### src/rtl/core/lpc_pkg.sv
// Shared constants, codes and types of the pair lookup LRU cache.
package lpc_pkg;

    // Entry count of the cache and derived widths
    localparam int CAPACITY  = 16;
    localparam int IDX_W     = (CAPACITY > 1) ? $clog2(CAPACITY) : 1;
    localparam int OCC_W     = $clog2(CAPACITY + 1);

    // Field widths
    localparam int KIND_W    = 2;
    localparam int NODE_W    = 24;
    localparam int CNT_W     = 32;
    localparam int CFG_W     = 5;
    localparam int OCC_OUT_W = 5;
    localparam int CMP_W     = OCC_W + CFG_W;

    // Register port
    localparam int DATA_W    = 32;
    localparam int ADDR_W    = 3;

    localparam logic [CFG_W-1:0] CAP_RESET    = 5'd16;
    localparam logic             REG_CAPACITY = 1'b0;

    // Item kinds
    localparam logic [KIND_W-1:0] KIND_LOOKUP = 2'd0;
    localparam logic [KIND_W-1:0] KIND_FILL   = 2'd1;
    localparam logic [KIND_W-1:0] KIND_CLEAR  = 2'd2;
    localparam logic [KIND_W-1:0] KIND_ZERO   = 2'd3;

    typedef struct packed {
        logic [KIND_W-1:0] kind;
        logic [NODE_W-1:0] src;
        logic [NODE_W-1:0] dst;
        logic              found;
        logic [NODE_W-1:0] rec;
    } t_item;

    // Request to the entry store: one item per cycle when go is set
    typedef struct packed {
        logic             go;
        t_item            item;
        logic [OCC_W-1:0] cap;
    } t_req;

    // Lookup answer for the item at the input of the store
    typedef struct packed {
        logic             hit;
        logic [NODE_W-1:0] row;
        logic [OCC_W-1:0] occ;
    } t_rsp;

endpackage

### src/rtl/core/lpc_lru_core.sv
// Entry store of the cache: parallel pair match, recency ranks and LRU replacement.
module lpc_lru_core (
    input  logic          i_clk,
    input  logic          i_rst_n,
    input  lpc_pkg::t_req i_req,
    output lpc_pkg::t_rsp o_rsp
);

    localparam int N = lpc_pkg::CAPACITY;

    logic [N-1:0]                    r_valid, n_valid;
    logic [lpc_pkg::IDX_W-1:0]       r_age [N];
    logic [lpc_pkg::IDX_W-1:0]       n_age [N];
    logic [lpc_pkg::NODE_W-1:0]      r_src [N];
    logic [lpc_pkg::NODE_W-1:0]      r_dst [N];
    logic [lpc_pkg::NODE_W-1:0]      r_row [N];
    logic [lpc_pkg::OCC_W-1:0]       r_occ, n_occ;

    logic [N-1:0]                    match;
    logic                            hit_any;
    logic [lpc_pkg::IDX_W-1:0]       hit_age;
    logic [lpc_pkg::NODE_W-1:0]      hit_row;
    logic                            is_fill;
    logic                            do_clear;
    logic                            do_touch;
    logic                            do_insert;
    logic                            evict;
    logic [lpc_pkg::OCC_W-1:0]       occ_m1;
    logic [N-1:0]                    vic_raw, vic_oh;
    logic [N-1:0]                    kept;
    logic [N-1:0]                    free_raw, free_oh;
    logic [N-1:0]                    ins_oh;
    logic [N-1:0]                    row_we;

    // Compare every entry against the pair; at most one can match
    always_comb begin
        hit_age = '0;
        hit_row = '0;
        for (int i = 0; i < N; i++) begin
            match[i] = r_valid[i] && (r_src[i] == i_req.item.src)
                                  && (r_dst[i] == i_req.item.dst);
            if (match[i]) begin
                hit_age = hit_age | r_age[i];
                hit_row = hit_row | r_row[i];
            end
        end
        hit_any = |match;
    end

    // Decode what this item does to the store
    assign is_fill   = (i_req.item.kind == lpc_pkg::KIND_FILL) && i_req.item.found;
    assign do_clear  = i_req.go && (i_req.item.kind == lpc_pkg::KIND_CLEAR);
    assign do_touch  = i_req.go && hit_any &&
                       ((i_req.item.kind == lpc_pkg::KIND_LOOKUP) || is_fill);
    assign do_insert = i_req.go && is_fill && !hit_any;
    assign evict     = do_insert && (r_occ >= i_req.cap);

    // Victim is the valid entry with the oldest rank (occupancy - 1)
    assign occ_m1 = r_occ - lpc_pkg::OCC_W'(1);
    always_comb begin
        for (int i = 0; i < N; i++) begin
            vic_raw[i] = r_valid[i] && (lpc_pkg::OCC_W'(r_age[i]) == occ_m1);
        end
    end
    assign vic_oh   = vic_raw & (~vic_raw + N'(1));
    assign kept     = r_valid & ~(evict ? vic_oh : '0);
    // Lowest free slot after the eviction
    assign free_raw = ~kept;
    assign free_oh  = free_raw & (~free_raw + N'(1));
    assign ins_oh   = do_insert ? free_oh : '0;
    assign row_we   = ins_oh | ((do_touch && is_fill) ? match : '0);

    // Next valid bits, ranks and occupancy
    always_comb begin
        n_valid = r_valid;
        n_age   = r_age;
        n_occ   = r_occ;
        if (do_clear) begin
            n_valid = '0;
            n_occ   = '0;
            for (int i = 0; i < N; i++) begin
                n_age[i] = '0;
            end
        end else if (do_touch) begin
            for (int i = 0; i < N; i++) begin
                if (match[i]) begin
                    n_age[i] = '0;
                end else if (r_valid[i] && (r_age[i] < hit_age)) begin
                    n_age[i] = r_age[i] + lpc_pkg::IDX_W'(1);
                end
            end
        end else if (do_insert) begin
            n_valid = kept | free_oh;
            n_occ   = evict ? r_occ : r_occ + lpc_pkg::OCC_W'(1);
            for (int i = 0; i < N; i++) begin
                if (free_oh[i]) begin
                    n_age[i] = '0;
                end else if (kept[i]) begin
                    n_age[i] = r_age[i] + lpc_pkg::IDX_W'(1);
                end else if (r_valid[i]) begin
                    n_age[i] = '0;
                end
            end
        end
    end

    // Control state
    always_ff @(posedge i_clk) begin
        if (!i_rst_n) begin
            r_valid <= '0;
            r_occ   <= '0;
            for (int i = 0; i < N; i++) begin
                r_age[i] <= '0;
            end
        end else begin
            r_valid <= n_valid;
            r_occ   <= n_occ;
            r_age   <= n_age;
        end
    end

    // Entry payload, written on insert or refill
    always_ff @(posedge i_clk) begin
        for (int i = 0; i < N; i++) begin
            if (ins_oh[i]) begin
                r_src[i] <= i_req.item.src;
                r_dst[i] <= i_req.item.dst;
            end
            if (row_we[i]) begin
                r_row[i] <= i_req.item.rec;
            end
        end
    end

    assign o_rsp.hit = hit_any;
    assign o_rsp.row = hit_row;
    assign o_rsp.occ = r_occ;

endmodule

### src/rtl/core/lru_pair_lookup_cache.sv
// Each item passes the input register, then the result register; i_out_stall holds the result.
// Throughput: one item per cycle while the result channel is not stalled; all 16 entries
// are matched and updated in one pass between the input register and the result register.
// Reset: synchronous, active low; clears all entries, ranks, both counters and the
// pipeline valids, and sets capacity_in_use to 16.
// Top level of the pair lookup LRU cache.
module lru_pair_lookup_cache (
    input  logic                         i_clk,
    input  logic                         i_rst_n,
    // Input channel
    input  logic                         i_in_valid,
    output logic                         o_in_stall,
    input  logic [lpc_pkg::KIND_W-1:0]   i_kind,
    input  logic [lpc_pkg::NODE_W-1:0]   i_source_node,
    input  logic [lpc_pkg::NODE_W-1:0]   i_target_node,
    input  logic                         i_fill_found,
    input  logic [lpc_pkg::NODE_W-1:0]   i_fill_record,
    // Result channel
    output logic                         o_out_valid,
    input  logic                         i_out_stall,
    output logic                         o_hit,
    output logic                         o_need_fill,
    output logic                         o_record_valid,
    output logic [lpc_pkg::NODE_W-1:0]   o_record_row,
    output logic [lpc_pkg::CNT_W-1:0]    o_hit_total,
    output logic [lpc_pkg::CNT_W-1:0]    o_miss_total,
    output logic [lpc_pkg::OCC_OUT_W-1:0] o_occupancy,
    // Register port
    input  logic                         psel,
    input  logic                         penable,
    input  logic                         pwrite,
    input  logic [lpc_pkg::ADDR_W-1:0]   paddr,
    input  logic [lpc_pkg::DATA_W-1:0]   pwdata,
    output logic [lpc_pkg::DATA_W-1:0]   prdata,
    output logic                         pready
);

    logic                          r_s1_valid;
    lpc_pkg::t_item                r_s1;
    logic                          r_out_valid;
    logic                          r_hit, n_hit;
    logic                          r_need, n_need;
    logic                          r_rvalid, n_rvalid;
    logic [lpc_pkg::NODE_W-1:0]    r_row, n_row;
    logic [lpc_pkg::CNT_W-1:0]     r_hit_cnt, n_hit_cnt;
    logic [lpc_pkg::CNT_W-1:0]     r_miss_cnt, n_miss_cnt;
    logic [lpc_pkg::CFG_W-1:0]     r_cap;

    logic                          accept;
    logic                          advance;
    logic                          cfg_wr;
    logic                          is_lookup;
    logic [lpc_pkg::CMP_W-1:0]     cap_ext;
    logic [lpc_pkg::CMP_W-1:0]     cap_eff;
    logic [lpc_pkg::CMP_W-1:0]     occ_ext;
    lpc_pkg::t_req                 req;
    lpc_pkg::t_rsp                 rsp;

    // Handshake: stage 1 moves on when the result register is free or being drained
    assign advance    = r_s1_valid && (!r_out_valid || !i_out_stall);
    assign o_in_stall = r_s1_valid && !advance;
    assign accept     = i_in_valid && !o_in_stall;

    // Register port
    assign pready = 1'b1;
    assign cfg_wr = psel && penable && pwrite && (paddr[2] == lpc_pkg::REG_CAPACITY);
    assign prdata = (paddr[2] == lpc_pkg::REG_CAPACITY) ?
                    lpc_pkg::DATA_W'(r_cap) : '0;

    always_ff @(posedge i_clk) begin
        if (!i_rst_n) begin
            r_cap <= lpc_pkg::CAP_RESET;
        end else if (cfg_wr) begin
            r_cap <= pwdata[lpc_pkg::CFG_W-1:0];
        end
    end

    // Effective capacity: zero acts as one, large values clip to the entry count
    always_comb begin
        cap_ext = lpc_pkg::CMP_W'(r_cap);
        cap_eff = cap_ext;
        if (cap_ext == '0) begin
            cap_eff = lpc_pkg::CMP_W'(1);
        end else if (cap_ext > lpc_pkg::CMP_W'(lpc_pkg::CAPACITY)) begin
            cap_eff = lpc_pkg::CMP_W'(lpc_pkg::CAPACITY);
        end
    end

    // Input register
    always_ff @(posedge i_clk) begin
        if (!i_rst_n) begin
            r_s1_valid <= 1'b0;
        end else begin
            r_s1_valid <= accept || (r_s1_valid && !advance);
        end
    end

    always_ff @(posedge i_clk) begin
        if (accept) begin
            r_s1.kind  <= i_kind;
            r_s1.src   <= i_source_node;
            r_s1.dst   <= i_target_node;
            r_s1.found <= i_fill_found;
            r_s1.rec   <= i_fill_record;
        end
    end

    // Entry store
    assign req.go   = advance;
    assign req.item = r_s1;
    assign req.cap  = cap_eff[lpc_pkg::OCC_W-1:0];

    lpc_lru_core u_core (
        .i_clk   (i_clk),
        .i_rst_n (i_rst_n),
        .i_req   (req),
        .o_rsp   (rsp)
    );

    // Result fields and counters for the item in stage 1
    assign is_lookup = (r_s1.kind == lpc_pkg::KIND_LOOKUP);
    always_comb begin
        n_hit      = is_lookup && rsp.hit;
        n_need     = is_lookup && !rsp.hit;
        n_rvalid   = 1'b0;
        n_row      = '0;
        n_hit_cnt  = r_hit_cnt;
        n_miss_cnt = r_miss_cnt;
        case (r_s1.kind)
            lpc_pkg::KIND_LOOKUP: begin
                if (rsp.hit) begin
                    n_rvalid = 1'b1;
                    n_row    = rsp.row;
                    if (r_hit_cnt != '1) begin
                        n_hit_cnt = r_hit_cnt + lpc_pkg::CNT_W'(1);
                    end
                end else if (r_miss_cnt != '1) begin
                    n_miss_cnt = r_miss_cnt + lpc_pkg::CNT_W'(1);
                end
            end
            lpc_pkg::KIND_FILL: begin
                if (r_s1.found) begin
                    n_rvalid = 1'b1;
                    n_row    = r_s1.rec;
                end
            end
            lpc_pkg::KIND_ZERO: begin
                n_hit_cnt  = '0;
                n_miss_cnt = '0;
            end
            default: begin
            end
        endcase
    end

    // Result register; counters only move with a transfer into it
    always_ff @(posedge i_clk) begin
        if (!i_rst_n) begin
            r_out_valid <= 1'b0;
            r_hit_cnt   <= '0;
            r_miss_cnt  <= '0;
        end else begin
            r_out_valid <= advance || (r_out_valid && i_out_stall);
            if (advance) begin
                r_hit_cnt  <= n_hit_cnt;
                r_miss_cnt <= n_miss_cnt;
            end
        end
    end

    always_ff @(posedge i_clk) begin
        if (advance) begin
            r_hit    <= n_hit;
            r_need   <= n_need;
            r_rvalid <= n_rvalid;
            r_row    <= n_row;
        end
    end

    assign occ_ext        = lpc_pkg::CMP_W'(rsp.occ);
    assign o_out_valid    = r_out_valid;
    assign o_hit          = r_hit;
    assign o_need_fill    = r_need;
    assign o_record_valid = r_rvalid;
    assign o_record_row   = r_row;
    assign o_hit_total    = r_hit_cnt;
    assign o_miss_total   = r_miss_cnt;
    assign o_occupancy    = occ_ext[lpc_pkg::OCC_OUT_W-1:0];

    // Checks
    a_hit_xor_fill: assert property (@(posedge i_clk) disable iff (!i_rst_n)
        r_out_valid |-> !(r_hit && r_need))
        else $error("hit and need_fill both set");

    a_occ_bound: assert property (@(posedge i_clk) disable iff (!i_rst_n)
        occ_ext <= lpc_pkg::CMP_W'(lpc_pkg::CAPACITY))
        else $error("occupancy above entry count");

    a_cnt_hold: assert property (@(posedge i_clk) disable iff (!i_rst_n)
        !advance |=> ($stable(r_hit_cnt) && $stable(r_miss_cnt)))
        else $error("counter moved without a transfer");

    a_accept_fills: assert property (@(posedge i_clk) disable iff (!i_rst_n)
        accept |=> r_s1_valid)
        else $error("accepted item lost from input register");

endmodule
### config.mk
export PLATFORM = sky130hd
export DESIGN_NAME = lru_pair_lookup_cache
export DESIGN_NICKNAME = d
export VERILOG_FILES = /design/src/rtl/core/lpc_pkg.sv /design/src/rtl/core/lpc_lru_core.sv /design/src/rtl/core/lru_pair_lookup_cache.sv
export SDC_FILE = /design/constraint.sdc
export NUM_CORES = 2
export LEC_CHECK = 0
export BUFFER_PORTS_ARGS = -buffer_cell sky130_fd_sc_hd__buf_2
export CAP_MARGIN = 15
export CORE_MARGIN = 2
export CORE_UTILIZATION = 55
export CTS_CLUSTER_SIZE = 25
export DETAILED_ROUTE_END_ITERATION = 8
export GPL_TIMING_DRIVEN = 0
export PLACE_DENSITY = 0.72
export SYNTH_ARGS = -nofsm -noshare
export SYNTH_HDL_FRONTEND = slang
export SYNTH_SLANG_ARGS = --single-unit
### constraint.sdc
create_clock -name i_clk -period 10.9 [get_ports i_clk]
set_input_delay 1.09 -clock i_clk [delete_from_list [all_inputs] [get_ports i_clk]]
set_output_delay 1.09 -clock i_clk [all_outputs]
set_load 0.1 [all_outputs]
### Word-level counts from Yosys, hierarchy flattened

Memory sizes are Yosys's and may differ from the RTL's.
Cells that the tools add are included.

* order comparisons: 18
* bitwise logic cells: 43
* $add $sub $neg: 22
* reductions and logical operators: 162
* equality and inequality tests: 73
* mux-type cells: 286

Operators with widths (number)
* 24-bit two-way mux: 48
* 24-bit equality test: 32
* 24-bit OR reduction: 30
* 4-bit two-way mux: 126
* 24-bit bitwise OR: 15
* 32-bit two-way mux: 4
* 64-bit two-way mux: 2
* 32-bit one-hot mux with 2 select lines: 2
* 1-bit two-way mux: 96
* 1-bit logical AND: 81
* 4-bit by 5-bit equality test with 1-bit output: 16
* 32-bit by 1-bit adder with 32-bit output, second input constant: 2
* 4-bit by 1-bit adder with 4-bit output, second input constant: 16
* 4-bit less-than comparator: 16
* 32-bit inequality test, second input constant: 2
* 16-bit inverter: 4
* 4-bit nonzero test: 16
* 4-bit bitwise OR: 15
* 3-bit AND reduction: 17
* 16-bit bitwise AND: 3
* 16-bit two-way mux: 3
* 3-bit by 2-bit inequality test with 1-bit output, second input constant: 16
* 24-bit one-hot mux with 2 select lines: 1
* 16-bit by 1-bit adder with 16-bit output, second input constant: 2
* other kinds (21): 39

* bits in writable memories: 1152
* output and inout port bits: 131
* memories: 3
* word-level logic and storage cells: 639
* flip-flop bits (word level): 258
* input bits: 117

Memories
* u_core.r_dst: words 16, width 24, rd ports 16, clocked after memory_dff 0, write ports 1, RTL line lpc_lru_core.sv:15 `logic [lpc_pkg::NODE_W-1:0] r_dst [N];`
* u_core.r_row: words 16, width 24, rd ports 16, clocked after memory_dff 0, write ports 16, RTL line lpc_lru_core.sv:16 `logic [lpc_pkg::NODE_W-1:0] r_row [N];`
* u_core.r_src: words 16, width 24, rd ports 16, clocked after memory_dff 0, write ports 1, RTL line lpc_lru_core.sv:14 `logic [lpc_pkg::NODE_W-1:0] r_src [N];`

### Logic depth before layout (Yosys ltp)

An unclocked memory read counts as a cell.

* depth in word-level cells: 40
* mapped depth: 22
* depth with buffers taken out: 17

### Modules after synthesis

From an unflattened synthesis, not the netlist that was laid out.

* cell total of the unflattened synthesis: 4259
* area, all modules: 61655.4 µm²

By module, submodules not included
* lpc_lru_core: sequential area each 36294.8 µm², times used 1, area each 53855.4 µm², cells an instance 3590
* lru_pair_lookup_cache: sequential area each 4484.3 µm², times used 1, area each 7800.0 µm², cells an instance 669

### Least setup slack after synthesis

No wires, ideal clock.

* kind: reg-to-reg
* start point: register u_core.r_occ[0] in the netlist's numbering
* end point: memory u_core.r_row[1][100] in the netlist's numbering, enable pin
* setup slack: 0.365 ns
* library setup time: 0.380 ns
* required time: 10.520 ns
* cell stages (with the launch flop): 16
* arrival time: 10.155 ns
* clock period less this slack: 10.535 ns
* buffers on the path: 3
* cell sequence: dfxtp_1 -> buf_1 -> buf_1 -> inv_1 -> ha_1 -> xor2_1 -> buf_2 -> xnor2_1 -> nand4_1 -> nand3_1 -> nand2b_1 -> nor2b_1 -> nand2_1 -> o31ai_1 -> nor4b_1 -> a21o_1

RTL lines
* from (decl): RTL line lpc_lru_core.sv:17 `logic [lpc_pkg::OCC_W-1:0] r_occ, n_occ;`
* from (signal assigned): RTL line lpc_lru_core.sv:117 `r_occ <= n_occ;`
* to (decl): RTL line lpc_lru_core.sv:16

### Final worst setup path

* start point: register r_s1[50] in the netlist's numbering
* end point: register u_core.r_age[50] in the netlist's numbering

* cells in the longest elaborated chain, start to end: 38
* elaborated cells between the ends (all ways): 103
* those cells by class: add/sub: 1; order compare: 1; eq/ne: 17; mux: 22; bitwise: 20; reduce/logical: 42

Ends and longest elaborated chain
* from (decl): RTL line lru_pair_lookup_cache.sv:39 `lpc_pkg::t_item r_s1;`
* 24-bit equality test: RTL line lpc_lru_core.sv:40 `match[i] = r_valid[i] && (r_src[i] == i_req.item.src)`
* 1-bit logical AND: RTL line lpc_lru_core.sv:40
* 1-bit logical AND: RTL line lpc_lru_core.sv:41 `&& (r_dst[i] == i_req.item.dst);`
* 4-bit two-way mux: RTL line lpc_lru_core.sv:42 `if (match[i]) begin`
* 4-bit bitwise OR: RTL line lpc_lru_core.sv:43 `hit_age = hit_age | r_age[i];`
* 4-bit two-way mux: RTL line lpc_lru_core.sv:42
* 4-bit bitwise OR: RTL line lpc_lru_core.sv:43
* 4-bit two-way mux: RTL line lpc_lru_core.sv:42
* [... 22 more ...]
* 4-bit bitwise OR: RTL line lpc_lru_core.sv:43
* 4-bit two-way mux: RTL line lpc_lru_core.sv:42
* 4-bit bitwise OR: RTL line lpc_lru_core.sv:43
* 4-bit two-way mux: RTL line lpc_lru_core.sv:42
* 4-bit less-than comparator: RTL line lpc_lru_core.sv:88 `end else if (r_valid[i] && (r_age[i] < hit_age)) begin`
* 1-bit logical AND: RTL line lpc_lru_core.sv:88
* 3-bit by 2-bit inequality test with 1-bit output (no source line)
* 3-bit AND reduction (no source line)
* to (signal assigned): RTL line lpc_lru_core.sv:118 `r_age <= n_age;`
* to (decl): RTL line lpc_lru_core.sv:12 `logic [lpc_pkg::IDX_W-1:0] r_age [N];`

Several ways; a longest one is shown, not always the timed one. The select of a mux whose other input is x is not followed.
A chain may end at the register's enable or synchronous reset.

==> reports/qor.txt <==
Outcome - complete, no violations
Number of global-route vias before repair - 43210
DR WL/cell - 35.11 um
Syn-to-layout area delta - 15.84%
Final max-slew violation count - 0
Post-route ant nets - 0
Detailed Route Iter0 Violations - 9195
IR Drop Worst-Case VDD - 0.1760 mV
Total track usage - 0.4028
Yosys warnings - 0
CP max FO - 12
Power share of the combinational group - 0.064
Cell area after synthesis - 63570 um^2
Period minus WS final - 9.706 ns
Largest net degree at the start of global routing - 44
RSZ-0062 raised after global routing - false
Highest-count cells in the layout ignoring fill and taps - 1254 x edfxtp_1, 577 x xnor2_1, 306 x nand4_1
Drt drc - 0
CTS Hold Bufs - 0
Standard-cell rows - 124
H-tree levels - 4
Synthesized instance count - 4766
Async set-reset flop share out of synthesis - 0
Drt first pass iters - 6
Vias - 46960
First-pass GRT wire length - 327300 um
Switching Power - 0.002876 W
Unique masters post-synth - 89
Total Nets Final - 5428
Core area - 114500 um^2
Worst Hold Class - in -> reg
Most common cell after layout, fill and taps aside - edfxtp_1
CTS resizes - 0
GPL Wtd Cong - 1.052
Post-detail-place hpwl - 163800 um
PwrDens - 161.5 nW/um^2
Global route overflow - 0
I/O pin total - 248
Max Root-Sink Buffers - 3
Die Width - 344.0 um
Critical path arrival - 10.43 ns
Initial Util - 0.5552
Critical path capture point type - flip-flop
Final setup fails - 0
Mapped Avg Cell Area - 13.34 um^2
Post-synth EDFFs - 1254
Sequential Power Share - 0.504
Int Power - 0.009020 W
IO buf count - 190
Peak Freq - 103.0 MHz
Flop and latch count out of synthesis - 1410
Critical Path Start - r_s1[50]
Synth Flop Type - edfxtp_1
Worst slew pin tran - 1.435 ns
Clk network pwr share - 0.431
Final Hold Fails - 0
# fillers - 8427
Layout cell share with drive strength beyond 1 - 0.1349
Reg2Reg Launch Point - r_s1[50]
DIE AREA - 118300 um^2
Critical Path Source Type - flip-flop
Sequential area share after synthesis - 0.6415
Worst skew pair latency - 0.80 ns
Initial antenna violation count - 32
Setup Skew - 0.03781 ns
Via density - 6.830
Setup TNS Final - 0 ns
Yosys top cell by area - edfxtp_1
Clock Sinks - 1410
Die Ht - 344.0 um
Critical Path RT - 11.62 ns
Placed Area - 68720 um^2
Max cap viols - 0
Hold Crit Start - i_fill_record[10]
Finished Cell Area - 73640 um^2
Net Sw Frac - 0.2417
P_leak - 24.16 nW
Dominant cells by area after synthesis - edfxtp_1 59%, xnor2_1 7.9%, dfxtp_1 4.9%
Worst slew margin - 0.04332
Post-CTS Setup Inserts - 0
WS Path Type - reg -> reg
Top cell type's share of synthesized area - 0.5924
CTS tree - yes
Crit share post-route - 0.8905
Total Wirelength - 241400 um
TritonCTS Buffers - 146
Clk root buf - clkbuf_16
CTS clk-pin slew, worst paths - 0.06 ns
==> critical path, stage by stage, from the launching register on <==
cell and delay [ns]:
edfxtp_1 1.07, buf_16 0.25, buf_2 0.56, buf_2 0.68
xnor2_1 0.19, nand2_1 0.12, nor4_1 0.30, nand3_1 0.19
nor4_2 0.84, buf_4 0.30, clkbuf_1 0.63, clkbuf_1 0.85
clkbuf_1 0.87, nand2_1 0.15, nand4_1 0.18, a211oi_4 0.11
buf_8 0.26, ha_1 0.28, or2_2 0.29, a21oi_1 0.15
a211oi_1 0.07, o31ai_1 0.56, nand2_1 0.17, or3_1 0.33
a21oi_1 0.14
==> stage by stage <==
stage | hold slack [ns] | utilization | total power (W) | std cells | setup WS [ns]
CTS | 0.4360 | 0.6426 | 0.01184 | 6862 | 1.624
detailed placement | 0.4969 | 0.6002 | 0.006836 | 6596 | 1.629
global route | 0.4580 | 0.6429 | 0.01208 | 6865 | 1.194
floorplan | 0.4670 | - | 0.006452 | 4792 | 0.3653
finish | 0.4640 | 0.6431 | 0.01190 | 6876 | 1.194
global placement | 0.4803 | 0.5809 | 0.006774 | 6494 | -6.250
==> synthesized netlist by cell type (16+ instances only) <==
master and instances:
o31ai_1 20, and3_1 30, a22o_1 52, ha_1 77, xnor2_1 577, nor4_1 138, nand2_1 219, buf_4 38
inv_1 78, o21ai_0 62, a21oi_1 103, nand2b_1 184, buf_2 92, or3_1 32, a211oi_1 16, xor2_1 225
nand3_1 148, a21o_1 19, o2111ai_1 24, a221oi_1 47, nor3_1 85, a22oi_1 99, a222oi_1 22, dfxtp_1 156
nor2_1 201, nor2b_1 69, nand4_1 306, clkbuf_1 70, and2_1 28, edfxtp_1 1254, or4_1 37, and4_1 21
==> metal layers <==
layer	up-vias	routed length, um	GRT usage	share of wire
li1	19050	-	-	-
met1	22810	85820	0.5487	0.36
met2	4191	99120	0.5649	0.41
met3	899	38830	0.1263	0.16
met4	8	17610	0.2463	0.073
met5	-	48	0	0.00020
==> registers in the layout, indices dropped and copies added, names as in the netlist, 5 cells and up <==
| signal | cells |
|---|---|
| u_core.r_age | 64 |
| r_cap | 5 |
| u_core.r_src | 384 |
| r_s1 | 75 |
| o_record_row | 24 |
| u_core.r_valid | 16 |
| u_core.r_row | 384 |
| u_core.r_dst | 384 |
| o_miss_total | 32 |
| u_core.r_occ | 5 |
| o_hit_total | 32 |
==> final timing paths <==
kind	to	slack (ns)	depth (start not counted)
max	u_core.r_age[50]	1.19	24
min	r_s1[10]	0.46	1
max reg2reg	u_core.r_age[50]	1.19	24
min reg2reg	o_miss_total[30]	0.50	2
==> logic make-up (layout without fill, tap and decap cells) <==
group	after synthesis	after routing	synth area share
simple gates	1597	1597	0.1413
mux	15	15	0.002421
buf+inv	296	856	0.02212
flops	1410	1410	0.6415
other cells	2	40	0.0001181
xor+xnor	812	812	0.1135
fa+ha+maj	77	77	0.01516
compound gates	557	557	0.06385
==> layout make-up <==
type | instances | area, um^2 | area share
diodes | 12 | 30.03 | 0.0004078
plain buffers | 218 | 1114 | 0.01512
clock buffers | 183 | 3812 | 0.05177
clock inverters | 83 | 1046 | 0.01420
inverters | 78 | 292.8 | 0.003976
multi-input cells | 3086 | 21680 | 0.2944
flip-flops and latches | 1410 | 40780 | 0.5538
well taps | 1512 | 1892 | 0.02569
repair buffers | 294 | 2997 | 0.04069
==> power groups by stage <==
stage | Sequential, W | Combinational, W | Clock, W
3_3_place_gp | 0.00618 | 0.000592 | 0
2_1_floorplan | 0.00611 | 0.000342 | 0
4_1_cts | 0.00600 | 0.000728 | 0.00512
5_1_grt | 0.00600 | 0.000767 | 0.00532
6_report | 0.00600 | 0.000767 | 0.00513
3_5_place_dp | 0.00611 | 0.000725 | 0
(Power assumes the default switching activity.)
